`config.mk`:
```
export PLATFORM = sky130hd
export DESIGN_NAME = cia_front
export DESIGN_NICKNAME = d
export VERILOG_FILES = /design/src/cia_pkg.sv /design/src/cia_front.sv
export SDC_FILE = /design/constraint.sdc
export NUM_CORES = 2
export LEC_CHECK = 0
export BUFFER_PORTS_ARGS = -buffer_cell sky130_fd_sc_hd__buf_4
export CORE_ASPECT_RATIO = 0.9
export CORE_MARGIN = 8
export CORE_UTILIZATION = 54
export CTS_CLUSTER_DIAMETER = 120
export DETAILED_ROUTE_END_ITERATION = 16
export PLACE_DENSITY_LB_ADDON = 0.15
export SYNTH_ARGS = -nofsm -noshare
export SYNTH_HDL_FRONTEND = slang
export SYNTH_SLANG_ARGS = --single-unit
```
`constraint.sdc`:
```
create_clock -name clk -period 1.1 [get_ports clk]
set_clock_uncertainty 0.15 [all_clocks]
set_input_delay 0.165 -clock clk [delete_from_list [all_inputs] [get_ports clk]]
set_output_delay 0.165 -clock clk [all_outputs]
set_load 0.02 [all_outputs]
```
`src/cia_pkg.sv`:
```
package cia_pkg;

    localparam int DATA_WIDTH = 32;
    localparam int PORT_WIDTH = 32;
    localparam int STAGES     = DATA_WIDTH;

    typedef enum logic [2:0] {
        OP_ADD = 3'd0,
        OP_SUB = 3'd1,
        OP_DIV = 3'd2,
        OP_MUL = 3'd3,
        OP_REM = 3'd4
    } op_t;

    typedef enum logic [2:0] {
        ST_OK        = 3'd0,
        ST_DIV_ZERO  = 3'd1,
        ST_UNKNOWN   = 3'd2,
        ST_TOO_BIG   = 3'd3,
        ST_TOO_SMALL = 3'd4
    } status_t;

    // Beat carried from cell to cell along the chain
    typedef struct packed {
        logic                    valid;
        logic [2:0]              code;
        logic                    neg_q;     // quotient sign
        logic                    neg_r;     // remainder sign (dividend)
        logic [DATA_WIDTH-1:0]   divisor;   // magnitude
        logic [DATA_WIDTH-1:0]   quot;      // dividend bits shifting out, quotient in
        logic [DATA_WIDTH:0]     rem;       // partial remainder
        logic [2*DATA_WIDTH+1:0] wide;      // add/sub/mul result
        logic [2:0]              status;    // pre-decided status, ST_OK if pending
    } beat_t;

endpackage

```
`src/cia_front.sv`:
```
// Entry stage: decode, add/sub/mul, operand magnitudes for the divide chain.
module cia_front (
    input  logic                                clk,
    input  logic                                rst_n,
    input  logic                                advance,
    input  logic                                in_valid,
    input  logic signed [cia_pkg::PORT_WIDTH-1:0] operand_a,
    input  logic signed [cia_pkg::PORT_WIDTH-1:0] operand_b,
    input  logic [2:0]                          req_type,
    output cia_pkg::beat_t                      dout
);

    localparam int DW = cia_pkg::DATA_WIDTH;

    cia_pkg::beat_t             dout_reg;
    cia_pkg::beat_t             dout_next;
    logic signed [DW-1:0]       a;
    logic signed [DW-1:0]       b;
    logic signed [2*DW+1:0]     a_x;
    logic signed [2*DW+1:0]     b_x;
    logic signed [2*DW-1:0]     prod;
    logic [DW-1:0]              a_mag;
    logic [DW-1:0]              b_mag;

    always_comb
    begin
        a     = operand_a[DW-1:0];
        b     = operand_b[DW-1:0];
        a_x   = (2*DW+2)'(a);
        b_x   = (2*DW+2)'(b);
        prod  = a * b;
        a_mag = a[DW-1] ? DW'(-a) : a;
        b_mag = b[DW-1] ? DW'(-b) : b;

        dout_next         = '0;
        dout_next.valid   = in_valid;
        dout_next.code    = req_type;
        dout_next.neg_q   = a[DW-1] ^ b[DW-1];
        dout_next.neg_r   = a[DW-1];
        dout_next.divisor = b_mag;
        dout_next.quot    = a_mag;
        dout_next.status  = cia_pkg::ST_OK;
        case (req_type)
            cia_pkg::OP_ADD: dout_next.wide = a_x + b_x;
            cia_pkg::OP_SUB: dout_next.wide = a_x - b_x;
            cia_pkg::OP_MUL: dout_next.wide = (2*DW+2)'(prod);
            cia_pkg::OP_DIV, cia_pkg::OP_REM:
            begin
                if (b == '0)
                    dout_next.status = cia_pkg::ST_DIV_ZERO;
            end
            default: dout_next.status = cia_pkg::ST_UNKNOWN;
        endcase
    end

    always_ff @(posedge clk or negedge rst_n)
    begin
        if (!rst_n)
            dout_reg <= '0;
        else if (advance)
            dout_reg <= dout_next;
    end

    assign dout = dout_reg;

endmodule

```
==> qor.yml <==
ys_ff_latch: 136
largest_reg_flops: 136
hp-start: "req_type[1]"
synth-edff-count: 0
worstPathArrival_ps: 7320
hpwl_um: 149900
dieArea_sq_um: 95600
ys_warn_count: 0
yosysMostFrequentCell: "fa_1"
cts_made_buffers: 17
yosysUniqueCellTypes: 83
drive_above_1_share: 0.3082
syn-mean-instance-area_sq_um: 9.077
detailed_place.area_sq_um: 56700
hold_violations: 0
synthTopCellsByCount: "1084 x fa_1, 1057 x inv_1, 573 x nand2_1"
syn_to_final_growth_pct: 34.71
fin_crit_sh: 6.510
multi_input_area_sq_um: 41520
cts_num_sinks: 136
rsz0062_at_grt: "yes"
track_usage: 0.3763
cp.required_ps: 1260
synth_top_family_by_area: "adder cells"
cts_tree: "built"
synth_cells: 5113
holdCritPathClass: "in2reg"
coreArea_sq_um: 85630
final_net_count: 7480
regArea_sq_um: 3406
io_buffers: 208
gp_congestion: 1.022
grt_pass1_wl_um: 270200
synthSimpleGateAreaFrac: 0.1531
fillCellCount: 6366
grt_antenna_before_repair: 12
wl_um: 180000
grt_pass1_vias: 43330
yosysSeqAreaShare: 0.07333
max_slew_margin: 0.5258
run_status: "complete, but fails checks"
violations: "setup timing"
dr.pass1.iters: 6
synthXorXnorAreaFrac: 0.02850
start_util: 0.5420
max_freq_mhz: 139.7
dr_total_vias: 40620
drv_cap: 0
final_area_sq_um: 62520
wl_per_cell_um: 24.88
timing.rr.start: "dout[29]$_DFFE_PN0P_"
grt_overflow: 0
yosysTopAreaCell: "fa_1"
via_per_inst: 5.613
clock_path_buffers: 2
period_minus_slack_ps: 7161
tightestPinTransition_ps: 711.2
synth.top_cell.area_share: 0.4676
netlist_area_sq_um: 46410
ys_top_cells_by_area: "fa_1 47%, inv_1 8.5%, dfrtp_1 7.3%"
cp-startpoint: "operand_a[19]"
die_y_um: 294.1
h-tree-depth: 4
grt_max_degree: 80
finalSetupViolations: 262
rows: 102
cp-end-kind: "flop"
worst_slack_ps: -6061
synthAdderAreaFrac: 0.5352
insertion_delay_ps: 460
preCtsSetupSlack_ps: -6826
postRouteAntennaNets: 0
cts_root_buffer: "clkbuf_16"
drt_iter0_markers: 3764
cp_max_fo: 23
crit_path_start_kind: "input pin"
synth.mux.area_fraction: 0.003666
route.detailed.drc: 0
slew_violations: 0
synth_top_flop_cell: "dfrtp_1"
worst-setup-path-type: "in2reg"
synth_compound_area_frac: 0.08956
synthArstFlopShare: 1.000
cts.clk_slew.worst_paths_ps: 80
chipWidth_um: 325.0
ios: 243
## layer usage
metal  GRT usage  routed length [um]
met2      0.5632               78570
met1      0.5190               72820
met4      0.1318                7730
met3      0.1178               20840
met5           0                  41
## layout by cell type, fill, tap and decap left out, types with 23 or more instances in the layout
| master | instances |
|---|---|
| a21o_1 | 41 |
| fa_1 | 1008 |
| nand2_1 | 537 |
| buf_8 | 32 |
| dfrtp_1 | 134 |
| xnor2_2 | 28 |
| nor3_1 | 31 |
| fa_2 | 76 |
| and2_1 | 429 |
| buf_4 | 960 |
| buf_6 | 156 |
| a21oi_2 | 37 |
| buf_12 | 81 |
| nand2b_1 | 29 |
| xor2_1 | 41 |
| nor2_1 | 211 |
| inv_2 | 37 |
| nand3_1 | 24 |
| a21oi_1 | 141 |
| conb_1 | 34 |
| ha_1 | 172 |
| ha_4 | 69 |
| o21ai_0 | 44 |
| xnor2_1 | 51 |
| inv_1 | 1006 |
| o211ai_1 | 23 |
## worst max-delay path: stages
cell and delay (ps):
buf_6 160, buf_12 190, and2_1 170, fa_1 440, fa_1 600, inv_1 70
fa_1 490, fa_1 510, inv_1 60, fa_1 520, fa_1 460, fa_2 600
fa_1 480, ha_4 310, and4_4 200, nand4_1 130, or2_4 270, o32a_2 260
a211oi_4 350, o21ai_4 160, buf_6 150, o21bai_1 140, xnor2_1 210, o221ai_1 170
## final cells by class
type	count	share of cell area
tap	1144	0.02289
multi-input combinational	3610	0.6641
inverter	1060	0.06494
clock buffer	18	0.007024
antenna	5	0.0002001
timing repair buffer	1249	0.1842
sequential	136	0.05447
clock inverter	14	0.002141
## metrics by stage
stage | utilization | setup TNS (ps) | hold slack (ps) | cells
floorplan | - | -372160 | -280.6 | 5146
global placement | 0.6621 | -455060 | -168.3 | 7076
detailed placement | 0.6621 | -456420 | -166.6 | 7076
CTS | 0.7111 | -409180 | 0.5426 | 7178
global route | 0.7300 | -430330 | 12.65 | 7234
finish | 0.7301 | -416300 | 26.01 | 7236
## repair_timing
item,in CTS,in global routing
gates cloned,6,3
pin swaps,317,219
buffers inserted,73,58
hold endpoints to repair,140,1
resized for setup,615,238
hold buffers,5,1
setup endpoints to repair,263,268
## cell families after synthesis
kind of cell / count (synthesis)
adder cells (fa/ha/maj): 1335
XOR/XNOR: 151
multiplexers: 16
flip-flops: 136
AND/OR/NAND/NOR: 1463
buffers and inverters: 1400
AO/OA/AOI/OAI: 611
other: 1
## worst paths after layout
check                                         to  slack (ps)  cells after the start
max                         dout[49]$_DFFE_PN0P_       -6060                     24
min                        dout[169]$_DFFE_PN0P_          30                      3
max reg2reg                 dout[29]$_DFFE_PN0P_        -100                      2
min reg2reg                 dout[10]$_DFFE_PN0P_         340                      1
max in group asynchronous   dout[34]$_DFFE_PN0P_          30                      3
min in group asynchronous    dout[1]$_DFFE_PN0P_         100                      3
Power is left out: the tool's default activity adds up to more than one toggle a clock period on the data nets, which glitch-free logic cannot reach.
