File: src/cia_pkg.sv
package cia_pkg;

    localparam int DATA_WIDTH = 32;
    localparam int PORT_WIDTH = 32;
    localparam int STAGES     = DATA_WIDTH;

    typedef enum logic [2:0] {
        OP_ADD = 3'd0,
        OP_SUB = 3'd1,
        OP_DIV = 3'd2,
        OP_MUL = 3'd3,
        OP_REM = 3'd4
    } op_t;

    typedef enum logic [2:0] {
        ST_OK        = 3'd0,
        ST_DIV_ZERO  = 3'd1,
        ST_UNKNOWN   = 3'd2,
        ST_TOO_BIG   = 3'd3,
        ST_TOO_SMALL = 3'd4
    } status_t;

    // Beat carried from cell to cell along the chain
    typedef struct packed {
        logic                    valid;
        logic [2:0]              code;
        logic                    neg_q;     // quotient sign
        logic                    neg_r;     // remainder sign (dividend)
        logic [DATA_WIDTH-1:0]   divisor;   // magnitude
        logic [DATA_WIDTH-1:0]   quot;      // dividend bits shifting out, quotient in
        logic [DATA_WIDTH:0]     rem;       // partial remainder
        logic [2*DATA_WIDTH+1:0] wide;      // add/sub/mul result
        logic [2:0]              status;    // pre-decided status, ST_OK if pending
    } beat_t;

endpackage

File: src/cia_back.sv
// Exit stage: fix signs, range check, hold the result beat.
module cia_back (
    input  logic                                 clk,
    input  logic                                 rst_n,
    input  logic                                 advance,
    input  cia_pkg::beat_t                       din,
    output logic                                 out_valid,
    output logic signed [cia_pkg::PORT_WIDTH-1:0] value,
    output logic [2:0]                           status
);

    localparam int DW = cia_pkg::DATA_WIDTH;
    localparam int WW = 2*DW+2;

    logic                       valid_reg;
    logic [cia_pkg::PORT_WIDTH-1:0] value_reg;
    logic [cia_pkg::PORT_WIDTH-1:0] value_next;
    logic [2:0]                 status_reg;
    logic [2:0]                 status_next;
    logic signed [WW-1:0]       r;
    logic signed [WW-1:0]       maxv;
    logic signed [WW-1:0]       minv;
    logic [WW-1:0]              q_w;
    logic [WW-1:0]              m_w;

    always_comb
    begin
        maxv = WW'((64'sd1 <<< (DW-1)) - 64'sd1);
        minv = -maxv - WW'(1);
        q_w  = WW'(din.quot);
        m_w  = WW'(din.rem[DW-1:0]);
        case (din.code)
            cia_pkg::OP_DIV: r = din.neg_q ? -q_w : q_w;
            cia_pkg::OP_REM: r = din.neg_r ? -m_w : m_w;
            default:         r = din.wide;
        endcase

        status_next = din.status;
        if (status_next == cia_pkg::ST_OK)
        begin
            if (r > maxv)
                status_next = cia_pkg::ST_TOO_BIG;
            else if (r < minv)
                status_next = cia_pkg::ST_TOO_SMALL;
        end
        if (status_next == cia_pkg::ST_OK)
            value_next = cia_pkg::PORT_WIDTH'(r[DW-1:0]);
        else
            value_next = '0;
        if (DW < cia_pkg::PORT_WIDTH && status_next == cia_pkg::ST_OK)
            value_next = cia_pkg::PORT_WIDTH'($signed(r[DW-1:0]));
    end

    always_ff @(posedge clk or negedge rst_n)
    begin
        if (!rst_n)
            valid_reg <= 1'b0;
        else if (advance)
            valid_reg <= din.valid;
    end

    always_ff @(posedge clk)
    begin
        if (advance)
        begin
            value_reg  <= value_next;
            status_reg <= status_next;
        end
    end

    assign out_valid = valid_reg;
    assign value     = value_reg;
    assign status    = status_reg;

endmodule

File: config.mk
export PLATFORM = sky130hd
export DESIGN_NAME = cia_back
export DESIGN_NICKNAME = d
export VERILOG_FILES = /design/src/cia_pkg.sv /design/src/cia_back.sv
export SDC_FILE = /design/constraint.sdc
export NUM_CORES = 1
export LEC_CHECK = 0
export ABC_CLOCK_PERIOD_IN_PS = 1000
export BUFFER_PORTS_ARGS = -buffer_cell sky130_fd_sc_hd__buf_4
export CORE_UTILIZATION = 40
export CTS_CLUSTER_SIZE = 14
export DETAILED_ROUTE_END_ITERATION = 8
export GPL_ROUTABILITY_DRIVEN = 0
export PLACE_DENSITY = 0.76
export RECOVER_POWER = 100
export SLEW_MARGIN = 20
export SYNTH_ARGS = -nofsm -noshare
export SYNTH_HDL_FRONTEND = slang
export SYNTH_SLANG_ARGS = --single-unit
File: constraint.sdc
create_clock -name clk -period 1 [get_ports clk]
set_clock_uncertainty 0.2 [all_clocks]
set_input_delay 0.1 -clock clk [delete_from_list [all_inputs] [get_ports clk]]
set_output_delay 0.1 -clock clk [all_outputs]
set_load 0.005 [all_outputs]
==> results.json <==
{
  "crit_type": "in2reg",
  "hold_buffers": 2,
  "cts_tree": "built",
  "yosysWarnings": 0,
  "wl_met3_um": 1271,
  "ant_nets": 0,
  "num_vias": 4818,
  "cts_buffers": 5,
  "top_layer_used": "met4",
  "leakage_nw": 2.710,
  "synth_edf_count": 35,
  "nNetsFinal": 903,
  "drv_cap": 0,
  "syn_area_per_cell_um2": 8.549,
  "synth_top_area_share_pct": 28.93,
  "syn_inst": 425,
  "drive_gt1_share_pct": 49.24,
  "yosys-top-cells-area": "edfxtp_1 29%, xnor2_1 6.7%, xor2_1 6.3%",
  "core_area_um2": 8763,
  "worst-path-max-fanout": 31,
  "power.density_nw_per_um2": 800.2,
  "async_flop_share_pct": 2.778,
  "drtIter0Drc": 350,
  "synth.largest_area_cell": "edfxtp_1",
  "post_drt_wl_per_cell_um": 17.17,
  "initial_utilization_pct": 41.46,
  "hold_slack_ns": -0.1367,
  "hpwlAfterDp_um": 11560,
  "clk_pin_slew_ns": 0.08,
  "fp.dieArea_um2": 9469,
  "finalCritPeriodShare_pct": 303.8,
  "final_max_slew_viol_count": 0,
  "fmaxAchievable_mhz": 329.1,
  "total_power_mw": 5.034,
  "grtUsageTotal_pct": 29.75,
  "syn-num-nets": 604,
  "finalSetupViolations": 71,
  "antenna_found_initial": 0,
  "vias_per_cell": 5.784,
  "worst-slew-pin-transition_ns": 0.4258,
  "grt-ovfl-total": 0,
  "fp.dieW_um": 97.31,
  "diodes": 0,
  "netlist_area_um2": 3633,
  "min_path_type": "in2reg",
  "rsz0062_at_grt": "true",
  "worstPathArrival_ns": 2.87,
  "fp-row-count": 34,
  "ir_drop_mv": 0.4959,
  "synth.ff_latch_count": 36,
  "synthToLayoutAreaGrowth_pct": 73.14,
  "slew_headroom_pct": 71.24,
  "ys_seq_area_share_pct": 29.61,
  "yosysUniqueCellTypes": 65,
  "synth_flop_cell": "edfxtp_1",
  "grt_pass1_wl_um": 22840,
  "clock_path_buffers": 2,
  "critical_path.startpoint_type": "input pin",
  "io_buffers": 177,
  "first_global_vias": 4705,
  "largest_reg_flops": 32,
  "drt_wl_total_um": 14310,
  "clock_latency_ns": 0.29,
  "drc": 0,
  "cts.sinks": 36,
  "met2_length_um": 6849,
  "grt_start_max_net_pins": 32,
  "required_ns": 0.84,
  "end_kind": "register",
  "post-route-min-period_ns": 3.038,
  "status": "finished with violations",
  "m1WireLength_um": 5788,
  "htreeDepth": 2,
  "hold_viol_final": 25,
  "violations": "hold timing, setup timing",
  "dr.pass1.iters": 5,
  "die_y_um": 97.31,
  "ios": 211,
  "fin_ws_ns": -2.038,
  "root_buffer": "clkbuf_8"
}
## worst max-delay path, stage by stage
cell       delay [ns]
buf_6            0.10
or4_4            0.56
nor4_4           0.33
nand4_1          0.18
nor3_2           0.16
ha_1             0.25
nand2_1          0.06
o21ai_1          0.07
o22a_1           0.19
o21ai_2          0.15
buf_4            0.14
a2111oi_4        0.05
a32oi_2          0.23
buf_12           0.22
nor2_1           0.07
## path summary, 6_finish.rpt
kind,depth (start not counted),end,from,slack [ns]
setup / recovery,15,value[29],din[113],-2.04
hold / removal,2,out_valid,din[171],-0.14
setup reg to reg,1,out_valid,out_valid,0.01
hold reg to reg,1,out_valid,out_valid,0.38
max in group asynchronous,3,out_valid,rst_n,0
min in group asynchronous,3,out_valid,rst_n,0.50
## power breakdown
part / total [mW] / switching (mW) / internal (mW)
clock: 1.29 / 0.550 / 0.738
sequential: 1.77 / 0.0325 / 1.73
combinational: 1.98 / 0.875 / 1.10
## layout make-up
class | count | area (um2)
well taps | 108 | 135.1
repair buffers | 319 | 2452
flip-flops and latches | 36 | 1076
clock inverters | 3 | 42.54
multi-input cells | 351 | 2475
fillers | 676 | 2472
clock buffers | 5 | 68.82
inverters | 11 | 41.29
## placed cells by master, fill, tap and decap left out, types with 11 or more instances in the layout
cell type	instances
o22ai_1	12
xor2_1	26
buf_4	302
o41ai_1	11
edfxtp_1	35
nand2_1	24
nor2_1	41
a21oi_1	18
nor4_1	14
nand4_1	11
inv_1	11
xnor2_1	28
o21ai_0	17
o31ai_1	16
## kinds of logic after synthesis
logic type,after synthesis,share of synthesized area (%)
AND/OR/NAND/NOR,166,25.34
AO/OA/AOI/OAI,119,24.07
XOR/XNOR,54,13.02
buffers and inverters,38,4.304
flip-flops,36,29.61
multiplexers,8,2.273
adder cells (fa/ha/maj),4,1.377
## metrics by stage
step / instances / utilization, % / area [um2] / setup WS (ns) / TNS (ns)
CTS: 832 / 71.77 / 6290 / -2.017 / -73.22
detailed placement: 821 / 69.80 / 6117 / -2.398 / -79.89
global route: 833 / 71.79 / 6291 / -2.190 / -80.05
floorplan: 425 / - / 3685 / -1.986 / -68.48
finish: 833 / 71.79 / 6291 / -2.038 / -74.09
global placement: 821 / 69.80 / 6117 / -2.240 / -75.83
## repair_timing
item / in CTS / in global routing
setup buffers: 1 / 1
setup endpoints to repair: 71 / 72
resized for setup: 7 / 7
pin swaps: 4 / 0
hold endpoints to repair: 27 / 19
## layer usage
metal / track usage (%) / vias up
met2: 50.16 / 273
met3: 4.245 / 36
li1: - / 2254
met5: 0 / -
met4: 9.615 / 0
met1: 39.21 / 2255
## cells in the mapped netlist (all sizes together), types with 2 or more instances
cell type	instances
or3	12
a222oi	5
or4	13
a41oi	2
o22a	2
nand2	24
inv	11
edfxtp	35
a21oi	19
xnor2	28
nor2b	2
nor2	42
o41ai	13
buf	6
nor3	12
or2	7
xor2	26
mux2	2
and4	2
a22oi	3
a21o	2
o21ai	21
a221oi	7
a211oi	3
a32oi	3
nand2b	9
nor4	16
o31ai	16
clkbuf	21
mux2i	6
o22ai	12
nand4	11
and2	2
nand3	8
ha	4
Power figures use the tool's default switching activity.
