<file path="config.mk">
export PLATFORM = sky130hd
export DESIGN_NAME = cia_cell
export DESIGN_NICKNAME = d
export VERILOG_FILES = /design/src/cia_pkg.sv /design/src/cia_cell.sv
export SDC_FILE = /design/constraint.sdc
export NUM_CORES = 1
export LEC_CHECK = 0
export BUFFER_PORTS_ARGS = -buffer_cell sky130_fd_sc_hd__buf_2
export CELL_PAD_IN_SITES_DETAIL_PLACEMENT = 1
export CELL_PAD_IN_SITES_GLOBAL_PLACEMENT = 2
export CORE_ASPECT_RATIO = 0.8
export CORE_MARGIN = 3
export CORE_UTILIZATION = 27
export DETAILED_ROUTE_END_ITERATION = 8
export HOLD_SLACK_MARGIN = 0.02
export PLACE_DENSITY_LB_ADDON = 0.1
export SYNTH_ARGS = -nofsm -noshare
export SYNTH_HDL_FRONTEND = slang
export SYNTH_SLANG_ARGS = --single-unit
export TNS_END_PERCENT = 100
</file>
<file path="constraint.sdc">
create_clock -name clk -period 0.8 [get_ports clk]
set_input_delay 0.16 -clock clk [delete_from_list [all_inputs] [get_ports clk]]
set_output_delay 0.16 -clock clk [all_outputs]
set_load 0.03 [all_outputs]
</file>
<file path="src/cia_pkg.sv">
package cia_pkg;

    localparam int DATA_WIDTH = 32;
    localparam int PORT_WIDTH = 32;
    localparam int STAGES     = DATA_WIDTH;

    typedef enum logic [2:0] {
        OP_ADD = 3'd0,
        OP_SUB = 3'd1,
        OP_DIV = 3'd2,
        OP_MUL = 3'd3,
        OP_REM = 3'd4
    } op_t;

    typedef enum logic [2:0] {
        ST_OK        = 3'd0,
        ST_DIV_ZERO  = 3'd1,
        ST_UNKNOWN   = 3'd2,
        ST_TOO_BIG   = 3'd3,
        ST_TOO_SMALL = 3'd4
    } status_t;

    // Beat carried from cell to cell along the chain
    typedef struct packed {
        logic                    valid;
        logic [2:0]              code;
        logic                    neg_q;     // quotient sign
        logic                    neg_r;     // remainder sign (dividend)
        logic [DATA_WIDTH-1:0]   divisor;   // magnitude
        logic [DATA_WIDTH-1:0]   quot;      // dividend bits shifting out, quotient in
        logic [DATA_WIDTH:0]     rem;       // partial remainder
        logic [2*DATA_WIDTH+1:0] wide;      // add/sub/mul result
        logic [2:0]              status;    // pre-decided status, ST_OK if pending
    } beat_t;

endpackage

</file>
<file path="src/cia_cell.sv">
// One restoring-division step; other operations ride along unchanged.
module cia_cell (
    input  logic           clk,
    input  logic           rst_n,
    input  logic           advance,
    input  cia_pkg::beat_t din,
    output cia_pkg::beat_t dout
);

    cia_pkg::beat_t              dout_reg;
    cia_pkg::beat_t              dout_next;
    logic [cia_pkg::DATA_WIDTH:0] trial;
    logic [cia_pkg::DATA_WIDTH:0] diff;

    always_comb
    begin
        dout_next = din;
        trial = {din.rem[cia_pkg::DATA_WIDTH-1:0], din.quot[cia_pkg::DATA_WIDTH-1]};
        diff  = trial - {1'b0, din.divisor};
        if (!diff[cia_pkg::DATA_WIDTH])
        begin
            dout_next.rem  = diff;
            dout_next.quot = {din.quot[cia_pkg::DATA_WIDTH-2:0], 1'b1};
        end
        else
        begin
            dout_next.rem  = trial;
            dout_next.quot = {din.quot[cia_pkg::DATA_WIDTH-2:0], 1'b0};
        end
    end

    always_ff @(posedge clk or negedge rst_n)
    begin
        if (!rst_n)
            dout_reg <= '0;
        else if (advance)
            dout_reg <= dout_next;
    end

    assign dout = dout_reg;

endmodule

</file>
==> flow_summary.ini, run 1 <==
[yosys]
yosysWarnings = 0
synthesis.nets = 939
ys_async_sr_fraction = 1.000
synth_edf_count = 0
ys_seq_area_frac = 0.5023
yosys_register_bits = 172
postSynthAreaPerCell_um2 = 11.74
synth_area_um2 = 8568
synth_ff_type = dfrtp_1
syn_inst = 730
ys_types = 58

[timing]
hold_violations = 0
hold_ws_ns = 0.06297
setup_ws_ns = -1.566
fin_skew_ns = 0
slew_headroom = 0.7344
slew_viol_final = 0
rsz0062_at_grt = true
tightest_slew_ns = 0.3985
finalCriticalPeriod_ns = 2.366
fin_crit_sh = 2.958
setup_violations = 236
clock.fmax_ghz = 0.4226

[clock_tree]
cts_buffer_depth = 2
clock_latency_ns = 0.43
cts_buffers = 17
tritoncts = done
clk_pin_slew_ns = 0.08
h-tree-depth = 4
clock-sinks = 172
cts-root-buf = clkbuf_16

[drt]
final_antenna_net_count = 0
drtPass1Iterations = 4
routed_wl_um = 34590
wl_met3_um = 1838
wl_met1_um = 14660
wl_met2_um = 17300
drc = 0
viasPerCell = 4.498
num_vias = 8272
highest_layer = met5
post_drt_wl_per_cell_um = 18.81
drtIter0Drc = 232

[die]
die_w_um = 205.2
start_util = 0.2781
top_level_ports = 347
die_y_um = 165.3
die-area_um2 = 33920
core_um2 = 30810
row_count = 57

[global_routing]
grt_pass1_wl_um = 52050
grt_max_degree = 38
grt_pass1_vias = 9138
overflow = 0
grt_usage = 0.1978
antenna_found_initial = 7

[outcome]
violations = setup timing
status = complete, but fails checks

[place]
dpl.hpwl_um = 24050
dpl_cell_area_um2 = 12030
dp_cells = 1603
gp_congestion = 0.7619
io_buffers = 345

[run]
cap_violations = 0

[critical_path]
arrival_ns = 2.71
crit_path_start = din[133]
cp_slowest_cell = fa_2
r2r_start = dout[100]
max_stage_delay_ns = 0.34
crit_chain = buf_8 > inv_12 > ha_4 > fa_2 > nand2b_4 > a21o_1 > a31o_4 > o21ai_4 > a31o_4 > a21oi_4 > o21ai_2 > ha_4 > buf_4 > nand2_4 > buf_8 > o311ai_1
crit_path_start_kind = primary input
criticalPathCategory = primary input to flip-flop
cp-end-kind = flip-flop
cp_max_fo = 7
cp.required_ns = 1.14

[final_layout]
drive_gt1_frac = 0.5433
postLayoutCellArea_um2 = 15920
final_cells = 1839
area_growth_pct = 85.78
post-route-util = 0.5167
largest_reg_flops = 172
finalNetCount = 1617

[pwr]
powerDensity_nw_per_um2 = 1916
peakVddDrop_uv = 1389
p_leak_uw = 0.007705

[worst_hold_path]
min_from = din[73]
hold_path.class = primary input to flip-flop
## cells in the final DEF (no fill, tap or decap), types with 8 or more instances in the layout
cell type / Yosys / final
a21o_1: 18 / 18
a21oi_1: 50 / 43
a21oi_2: 2 / 8
buf_12: 0 / 13
buf_2: 2 / 169
buf_4: 2 / 169
buf_6: 3 / 194
clkbuf_16: 0 / 17
dfrtp_1: 172 / 169
dlygate4sd3_1: 1 / 145
ha_1: 33 / 30
inv_1: 52 / 51
mux2_2: 141 / 119
mux2_4: 0 / 22
mux2i_1: 18 / 17
nand2_1: 23 / 21
nand3_1: 9 / 8
nor2_1: 35 / 35
o21ai_0: 27 / 13
o21ai_1: 1 / 8
xnor2_1: 14 / 14
xor2_1: 12 / 12
## through the flow
step | setup TNS [ns] | setup slack (ns) | total power (uW)
after detailed placement | -124.32 | -2.392 | 19110
after global placement | -119.57 | -2.300 | 19000
after floorplan | -93.87 | -1.978 | 15520
final | -112.32 | -1.566 | 30500
after CTS | -115.83 | -1.599 | 30240
after global routing | -123.95 | -1.715 | 32040
## worst max-delay path, delay by kind of cell
family / cells / cell delay [ns]
fa+ha+maj: 3 / 0.71
compound gates: 7 / 1.21
buf+inv: 4 / 0.41
simple gates: 2 / 0.20
## power by group
part	total [uW]	internal (uW)	switching [uW]
combinational	11500	5930	5600
clock	8410	4210	4210
sequential	10600	9740	828
total	30500	19900	10600
## final timing paths
| check | endpoint | slack (ns) | depth (start not counted) |
|---|---|---|---|
| min reg2reg | dout[57] | 0.53 | 1 |
| max | dout[99] | -1.57 | 16 |
| min in group asynchronous | dout[153] | 0.14 | 2 |
| max reg2reg | dout[100] | -0.20 | 4 |
| min | dout[74] | 0.06 | 3 |
| max in group asynchronous | dout[165] | 0.16 | 3 |
## routing by layer
layer / global-route usage / up-vias
met5: 0 / -
met4: 0.05930 / 6
met3: 0.05605 / 49
met2: 0.3410 / 194
met1: 0.2417 / 4079
li1: - / 3944
## repair_timing
item,4_1_cts,5_1_grt
cloned,1,0
pin swaps,22,13
buffers inserted,25,34
hold buffers,146,0
endpoints found under the hold margin,317,0
resized for setup,376,63
setup endpoints to repair,206,244
## kinds of logic (layout without fill, tap and decap cells)
kind of cell | count (synthesis) | after routing | share of synthesized area
buffers and inverters | 89 | 780 | 0.04352
and+or+nand+nor | 103 | 103 | 0.05812
muxes | 159 | 159 | 0.2063
DFF | 172 | 172 | 0.5023
other | 0 | 5 | 0
AOI/OAI and AO/OA | 147 | 147 | 0.1126
adders and majority gates | 34 | 34 | 0.05053
xor gates and xnor gates | 26 | 26 | 0.02658
## synthesized netlist by cell type (6+ instances only)
master    instances  area (um^2)
nor2_1           35        131.4
o21ai_0          27        135.1
nand4_1           6        37.54
nand3b_1          6        45.04
nand2_1          23        86.33
inv_1            52        195.2
xor2_1           12        105.1
xnor2_1          14        122.6
clkbuf_1         27        101.4
a21o_1           18        135.1
dfrtp_1         172         4304
nand3_1           9        45.04
a21oi_1          50        250.2
mux2i_1          18        180.2
mux2_2          141         1588
ha_1             33        412.9
## cell type report
class / instances / area, um^2
Clock buffer: 19 / 442.9
Timing Repair Buffer: 696 / 6097
Fill cell: 3305 / 14890
Multi-Input combinational cell: 469 / 4208
Inverter: 52 / 207.7
Tap cell: 413 / 516.7
Antenna cell: 5 / 12.51
Clock inverter: 13 / 125.1
Sequential cell: 172 / 4308
Power figures use the tool's default switching activity.
==> run 2, diff against run 1 <==
CORE_UTILIZATION = 32   (was 27)
GPL_TIMING_DRIVEN = 0   (was not set)
SETUP_SLACK_MARGIN = 0.15   (was not set)
clock period = 2.8 ns   (was 0.8 ns; I/O delays follow)
==> run 2 against run 1 <==
- the flow still finishes with violations (setup timing)
- clock skew did not move
- via count decreased by 14%
- clock power fell by 72%
- routed wire length decreased by 16%
- sequential share of layout area grew 9.5 points
- critical path depth stayed put
- flip-flop and latch count did not move
- die area down 15%
- combinational power shrank 80%
- worst hold slack improved by 0.13 ns
- power down 75%
- cell area is 26% lower
- critical endpoint is now dout[91]
- largest power group is now registers
- highest routed layer unchanged
==> flow_summary.ini, run 2 (same netlist as run 1, synthesis figures left out) <==
[outcome]
status = complete, but fails checks
violations = setup timing

[timing]
tightest_slew_ns = 0.8470
finalCriticalPeriod_ns = 2.905
hold_violations = 0
fin_skew_ns = 0
setup_violations = 27
setup_ws_ns = -0.1055
slew_headroom = 0.4354
clock.fmax_ghz = 0.3442
rsz0062_at_grt = true
tns_ns = -1.495
fin_crit_sh = 1.038
slew_viol_final = 0

[final_layout]
seq_area_um2 = 4304
mostFrequentLayoutCells = buf_2 (343), dfrtp_1 (172), mux2_2 (141), inv_1 (51), a21oi_1 (45)
final_common_cell = buf_2
final_cells = 1474
largest_reg_flops = 172
postLayoutCellArea_um2 = 11770
fill_cells = 2924
drive_gt1_frac = 0.5201
area_growth_pct = 37.38
multi_input_area_um2 = 4075
finalNetCount = 1315

[critical_path]
cp_max_fo = 10
arrival_ns = 3.26
crit_path_start_kind = primary input
max_stage_delay_ns = 0.35
crit_chain = buf_12 > inv_12 > ha_4 > fa_2 > nand2b_4 > a21o_1 > a31o_4 > o21ai_4 > a31o_4 > a21oi_4 > o21ai_2 > ha_4 > clkbuf_16 > clkbuf_16 > mux2i_4 > a21oi_1
criticalPathCategory = primary input to flip-flop
cp_slowest_cell = fa_2
cp.required_ns = 3.15
cp-end-kind = flip-flop
reg2reg_depth = 3

[die]
row_count = 52
die_y_um = 152.4
top_level_ports = 347
core_um2 = 25830
start_util = 0.3317
die_w_um = 188.9
die-area_um2 = 28790

[place]
dpl.hpwl_um = 22640
dp_cells = 1426
io_buffers = 344
dpl_cell_area_um2 = 10870
dp_slack_ns = -1.037
gp_congestion = 0.7871

[drt]
drc = 0
post_drt_wl_per_cell_um = 19.74
routed_wl_um = 29100
drtPass1Iterations = 4
drtIter0Drc = 323
viasPerCell = 4.825
final_antenna_net_count = 0
num_vias = 7112

[clock_tree]
clock_latency_ns = 0.42
cts_buffers = 17
cts-hold-fix-buffers = 0
clock-sinks = 172
h-tree-depth = 4
tritoncts = done
cts-root-buf = clkbuf_16
cts_buffer_depth = 2
clk_pin_slew_ns = 0.07

[global_routing]
overflow = 0
grt_pass1_wl_um = 45040
antenna_found_initial = 7
grt_pass1_vias = 7760
grt_usage = 0.2010
grt_max_degree = 108

[worst_hold_path]
hold_path.class = primary input to async pin

[pwr]
peakVddDrop_uv = 390.9
powerDensity_nw_per_um2 = 650.2
p_leak_uw = 0.005722

[run]
cap_violations = 0
[run 2: power breakdown]
part / internal (uW) / leakage [uW] / switching, uW
combinational: 892 / 0.00344 / 1460
sequential: 2780 / 0.00200 / 144
clock: 1270 / 0.000274 / 1100
total: 4940 / 0.00572 / 2710
[run 2: area by class of cell]
class	instances	share of cell area
flip-flops and latches	172	0.3656
multi-input cells	469	0.3462
repair buffers	357	0.1617
clock buffers	19	0.03763
well taps	351	0.03731
plain buffers	37	0.02179
inverters	52	0.01764
clock inverters	13	0.01127
diodes	4	0.0008503
[run 2: stage by stage]
| step | total power (uW) | utilization | hold WS, ns |
|---|---|---|---|
| finish | 7654 | 0.4557 | 0.1946 |
| CTS | 7740 | 0.4514 | 0.2245 |
| global placement | 5184 | 0.4194 | 0.4843 |
| floorplan | 4416 | - | 0.2644 |
| detailed placement | 5221 | 0.4208 | 0.4901 |
| global route | 8085 | 0.4557 | 0.2589 |
[run 2: critical path, delay by kind of cell]
kind                     cells  cell delay, ns
AND/OR/NAND/NOR              1            0.15
multiplexers                 1            0.19
AO/OA/AOI/OAI                7            1.14
buffers and inverters        4            0.45
adder cells (fa/ha/maj)      3            0.74
[run 2: final timing paths]
path | slack [ns] | to | start
max in group asynchronous | 1.73 | dout[70] | rst_n
min | 0.19 | dout[91] | rst_n
min reg2reg | 0.50 | dout[3] | dout[3]
max | -0.11 | dout[91] | din[133]
min in group clk | 0.36 | dout[21] | din[21]
max reg2reg | 1.86 | dout[100] | dout[100]
[run 2: routing by layer]
metal	vias to the layer above	share of wire	wire length, um	track usage
li1	3345	-	-	-
met4	6	0.016	472	0.05495
met1	3519	0.43	12610	0.2549
met2	211	0.48	14010	0.3316
met5	-	0.0012	36	0
met3	31	0.068	1970	0.06394
[run 2: timing repair]
action | in CTS | in global routing
buffers inserted | 6 | 4
pin swaps | 10 | 4
gates cloned | 2 | 0
endpoints found under the hold margin | 0 | 0
gates resized for setup | 29 | 17
endpoints found under the setup margin | 33 | 33
==> run 3, diff against run 2 <==
SETUP_SLACK_MARGIN = not set   (was 0.15)
==> run 3 against run 2 <==
- the flow still finishes with violations (setup timing)
- flip-flop and latch count unchanged
- sequential power is essentially flat
- power rose by 0.29%
- die area unchanged
- worst hold slack is essentially flat
- clock power about the same
- via count grew 0.37%
- count of clock-buffer cells in the layout did not move
- routed wire length grew 0.67%
- clock skew stayed put
- critical path type unchanged
- largest cell class unchanged
==> flow_summary.ini, run 3 (same netlist as run 1, synthesis figures left out) <==
[clock_tree]
clock_latency_ns = 0.42
tritoncts = done
clk_pin_slew_ns = 0.07
cts-hold-fix-buffers = 0
clock-sinks = 172
cts-root-buf = clkbuf_16
cts_buffer_depth = 2
cts_buffers = 17
h-tree-depth = 4

[drt]
drtIter0Drc = 264
highest_layer = met5
wl_met3_um = 2068
wl_met1_um = 12630
drc = 0
num_vias = 7138
wl_met2_um = 14090
routed_wl_um = 29290
viasPerCell = 4.836
final_antenna_net_count = 0
drtPass1Iterations = 4
post_drt_wl_per_cell_um = 19.85

[timing]
fin_crit_sh = 1.039
setup_ws_ns = -0.1093
fin_skew_ns = 0
clock.fmax_ghz = 0.3437
tns_ns = -1.200
setup_violations = 24
slew_viol_final = 0
finalCriticalPeriod_ns = 2.909
slew_headroom = 0.4311
rsz0062_at_grt = true
tightest_slew_ns = 0.8534
hold_violations = 0
hold_ws_ns = 0.1948

[critical_path]
crit_path_start_kind = primary input
arrival_ns = 3.20
criticalPathCategory = primary input to flip-flop
cp-end-kind = flip-flop
reg2reg_depth = 3
cp_max_fo = 6
cp.required_ns = 3.09
rrSetupSlack_ns = 1.92
timing.rr.end = dout[100]
r2r_start = dout[100]

[die]
top_level_ports = 347
die-area_um2 = 28790
core_um2 = 25830
die_w_um = 188.9
start_util = 0.3317
row_count = 52
die_y_um = 152.4

[final_layout]
drive_gt1_frac = 0.5227
final_common_cell = buf_2
post-route-util = 0.4571
mostFrequentLayoutCells = buf_2 (343), dfrtp_1 (172), mux2_2 (141), inv_1 (51), a21oi_1 (45)
largest_reg_flops = 172
finalNetCount = 1317
area_growth_pct = 37.81
postLayoutCellArea_um2 = 11810

[pwr]
peakVddDrop_uv = 392.2
powerDensity_nw_per_um2 = 650.1
p_int_uw = 4952
combPwrFrac = 0.309
switching_share = 0.3549
switchingPower_uw = 2725
p_clk_frac = 0.310
totalPowerFinal_uw = 7676
sequentialPowerShare = 0.381
p_leak_uw = 0.005740

[global_routing]
grt_usage = 0.2007
grt_pass1_wl_um = 44990
overflow = 0
antenna_found_initial = 7
grt_max_degree = 108
grt_pass1_vias = 7760

[place]
dpl_cell_area_um2 = 10870
io_buffers = 344
dpl.hpwl_um = 22640
gp_congestion = 0.7871

[outcome]
status = complete, but fails checks
violations = setup timing

[run]
cap_violations = 0

[worst_hold_path]
hold_path.class = primary input to async pin
==> run 3: critical path: stages <==
cell and delay (ns):
buf_12 0.09, inv_12 0.03, ha_4 0.15, fa_2 0.35, nand2b_4 0.15, a21o_1 0.18, a31o_4 0.25, o21ai_4 0.16
a31o_4 0.19, a21oi_4 0.06, o21ai_2 0.16, ha_4 0.24, clkbuf_16 0.17, mux2i_1 0.14, nand2_1 0.06, o21ai_1 0.12
o311ai_1 0.12
==> run 3: timing repair <==
action,CTS,global route
pin swaps,10,12
endpoints found under the setup margin,33,33
cloned,2,1
endpoints found under the hold margin,0,0
buffers inserted,5,6
resized for setup,28,24
==> run 3: worst max path at each step <==
stage / start / to / slack [ns] / cells past startpoint
floorplan: din[133] / dout[100] / -0.39 / 15
global placement: rst_n / dout[120] / -1.90 / 1
detailed placement: din[133] / dout[91] / -1.04 / 16
CTS: din[133] / dout[99] / -0.13 / 17
global route: din[133] / dout[99] / -0.19 / 17
finish: din[133] / dout[99] / -0.11 / 17
==> run 3: metrics by stage <==
step | cells | setup slack (ns)
after floorplan | 730 | -0.3850
after global placement | 1425 | -1.898
after detailed placement | 1426 | -1.037
after CTS | 1465 | -0.1250
after global routing | 1476 | -0.1922
final | 1476 | -0.1093
==> run 3: layout make-up <==
| type | instances | area (um^2) |
|---|---|---|
| fillers | 2917 | 14020 |
| flip-flops and latches | 172 | 4304 |
| plain buffers | 37 | 265.3 |
| diodes | 4 | 10.01 |
| repair buffers | 359 | 1918 |
| well taps | 351 | 439.2 |
| inverters | 52 | 207.7 |
| multi-input cells | 469 | 4088 |
| clock buffers | 19 | 442.9 |
| clock inverters | 13 | 132.6 |
==> run 3: metal layers <==
metal,GRT usage,vias up
li1,-,3351
met1,0.2540,3537
met2,0.3314,213
met3,0.06394,31
met4,0.05495,6
met5,0,-
==> run 3: power groups by stage <==
stage	sequential (uW)	clock (uW)	combinational (uW)
2_1_floorplan	3570	0	844
3_3_place_gp	2960	0	2230
3_5_place_dp	2970	0	2250
4_1_cts	2930	2470	2330
5_1_grt	2960	2580	2560
6_report	2920	2380	2370
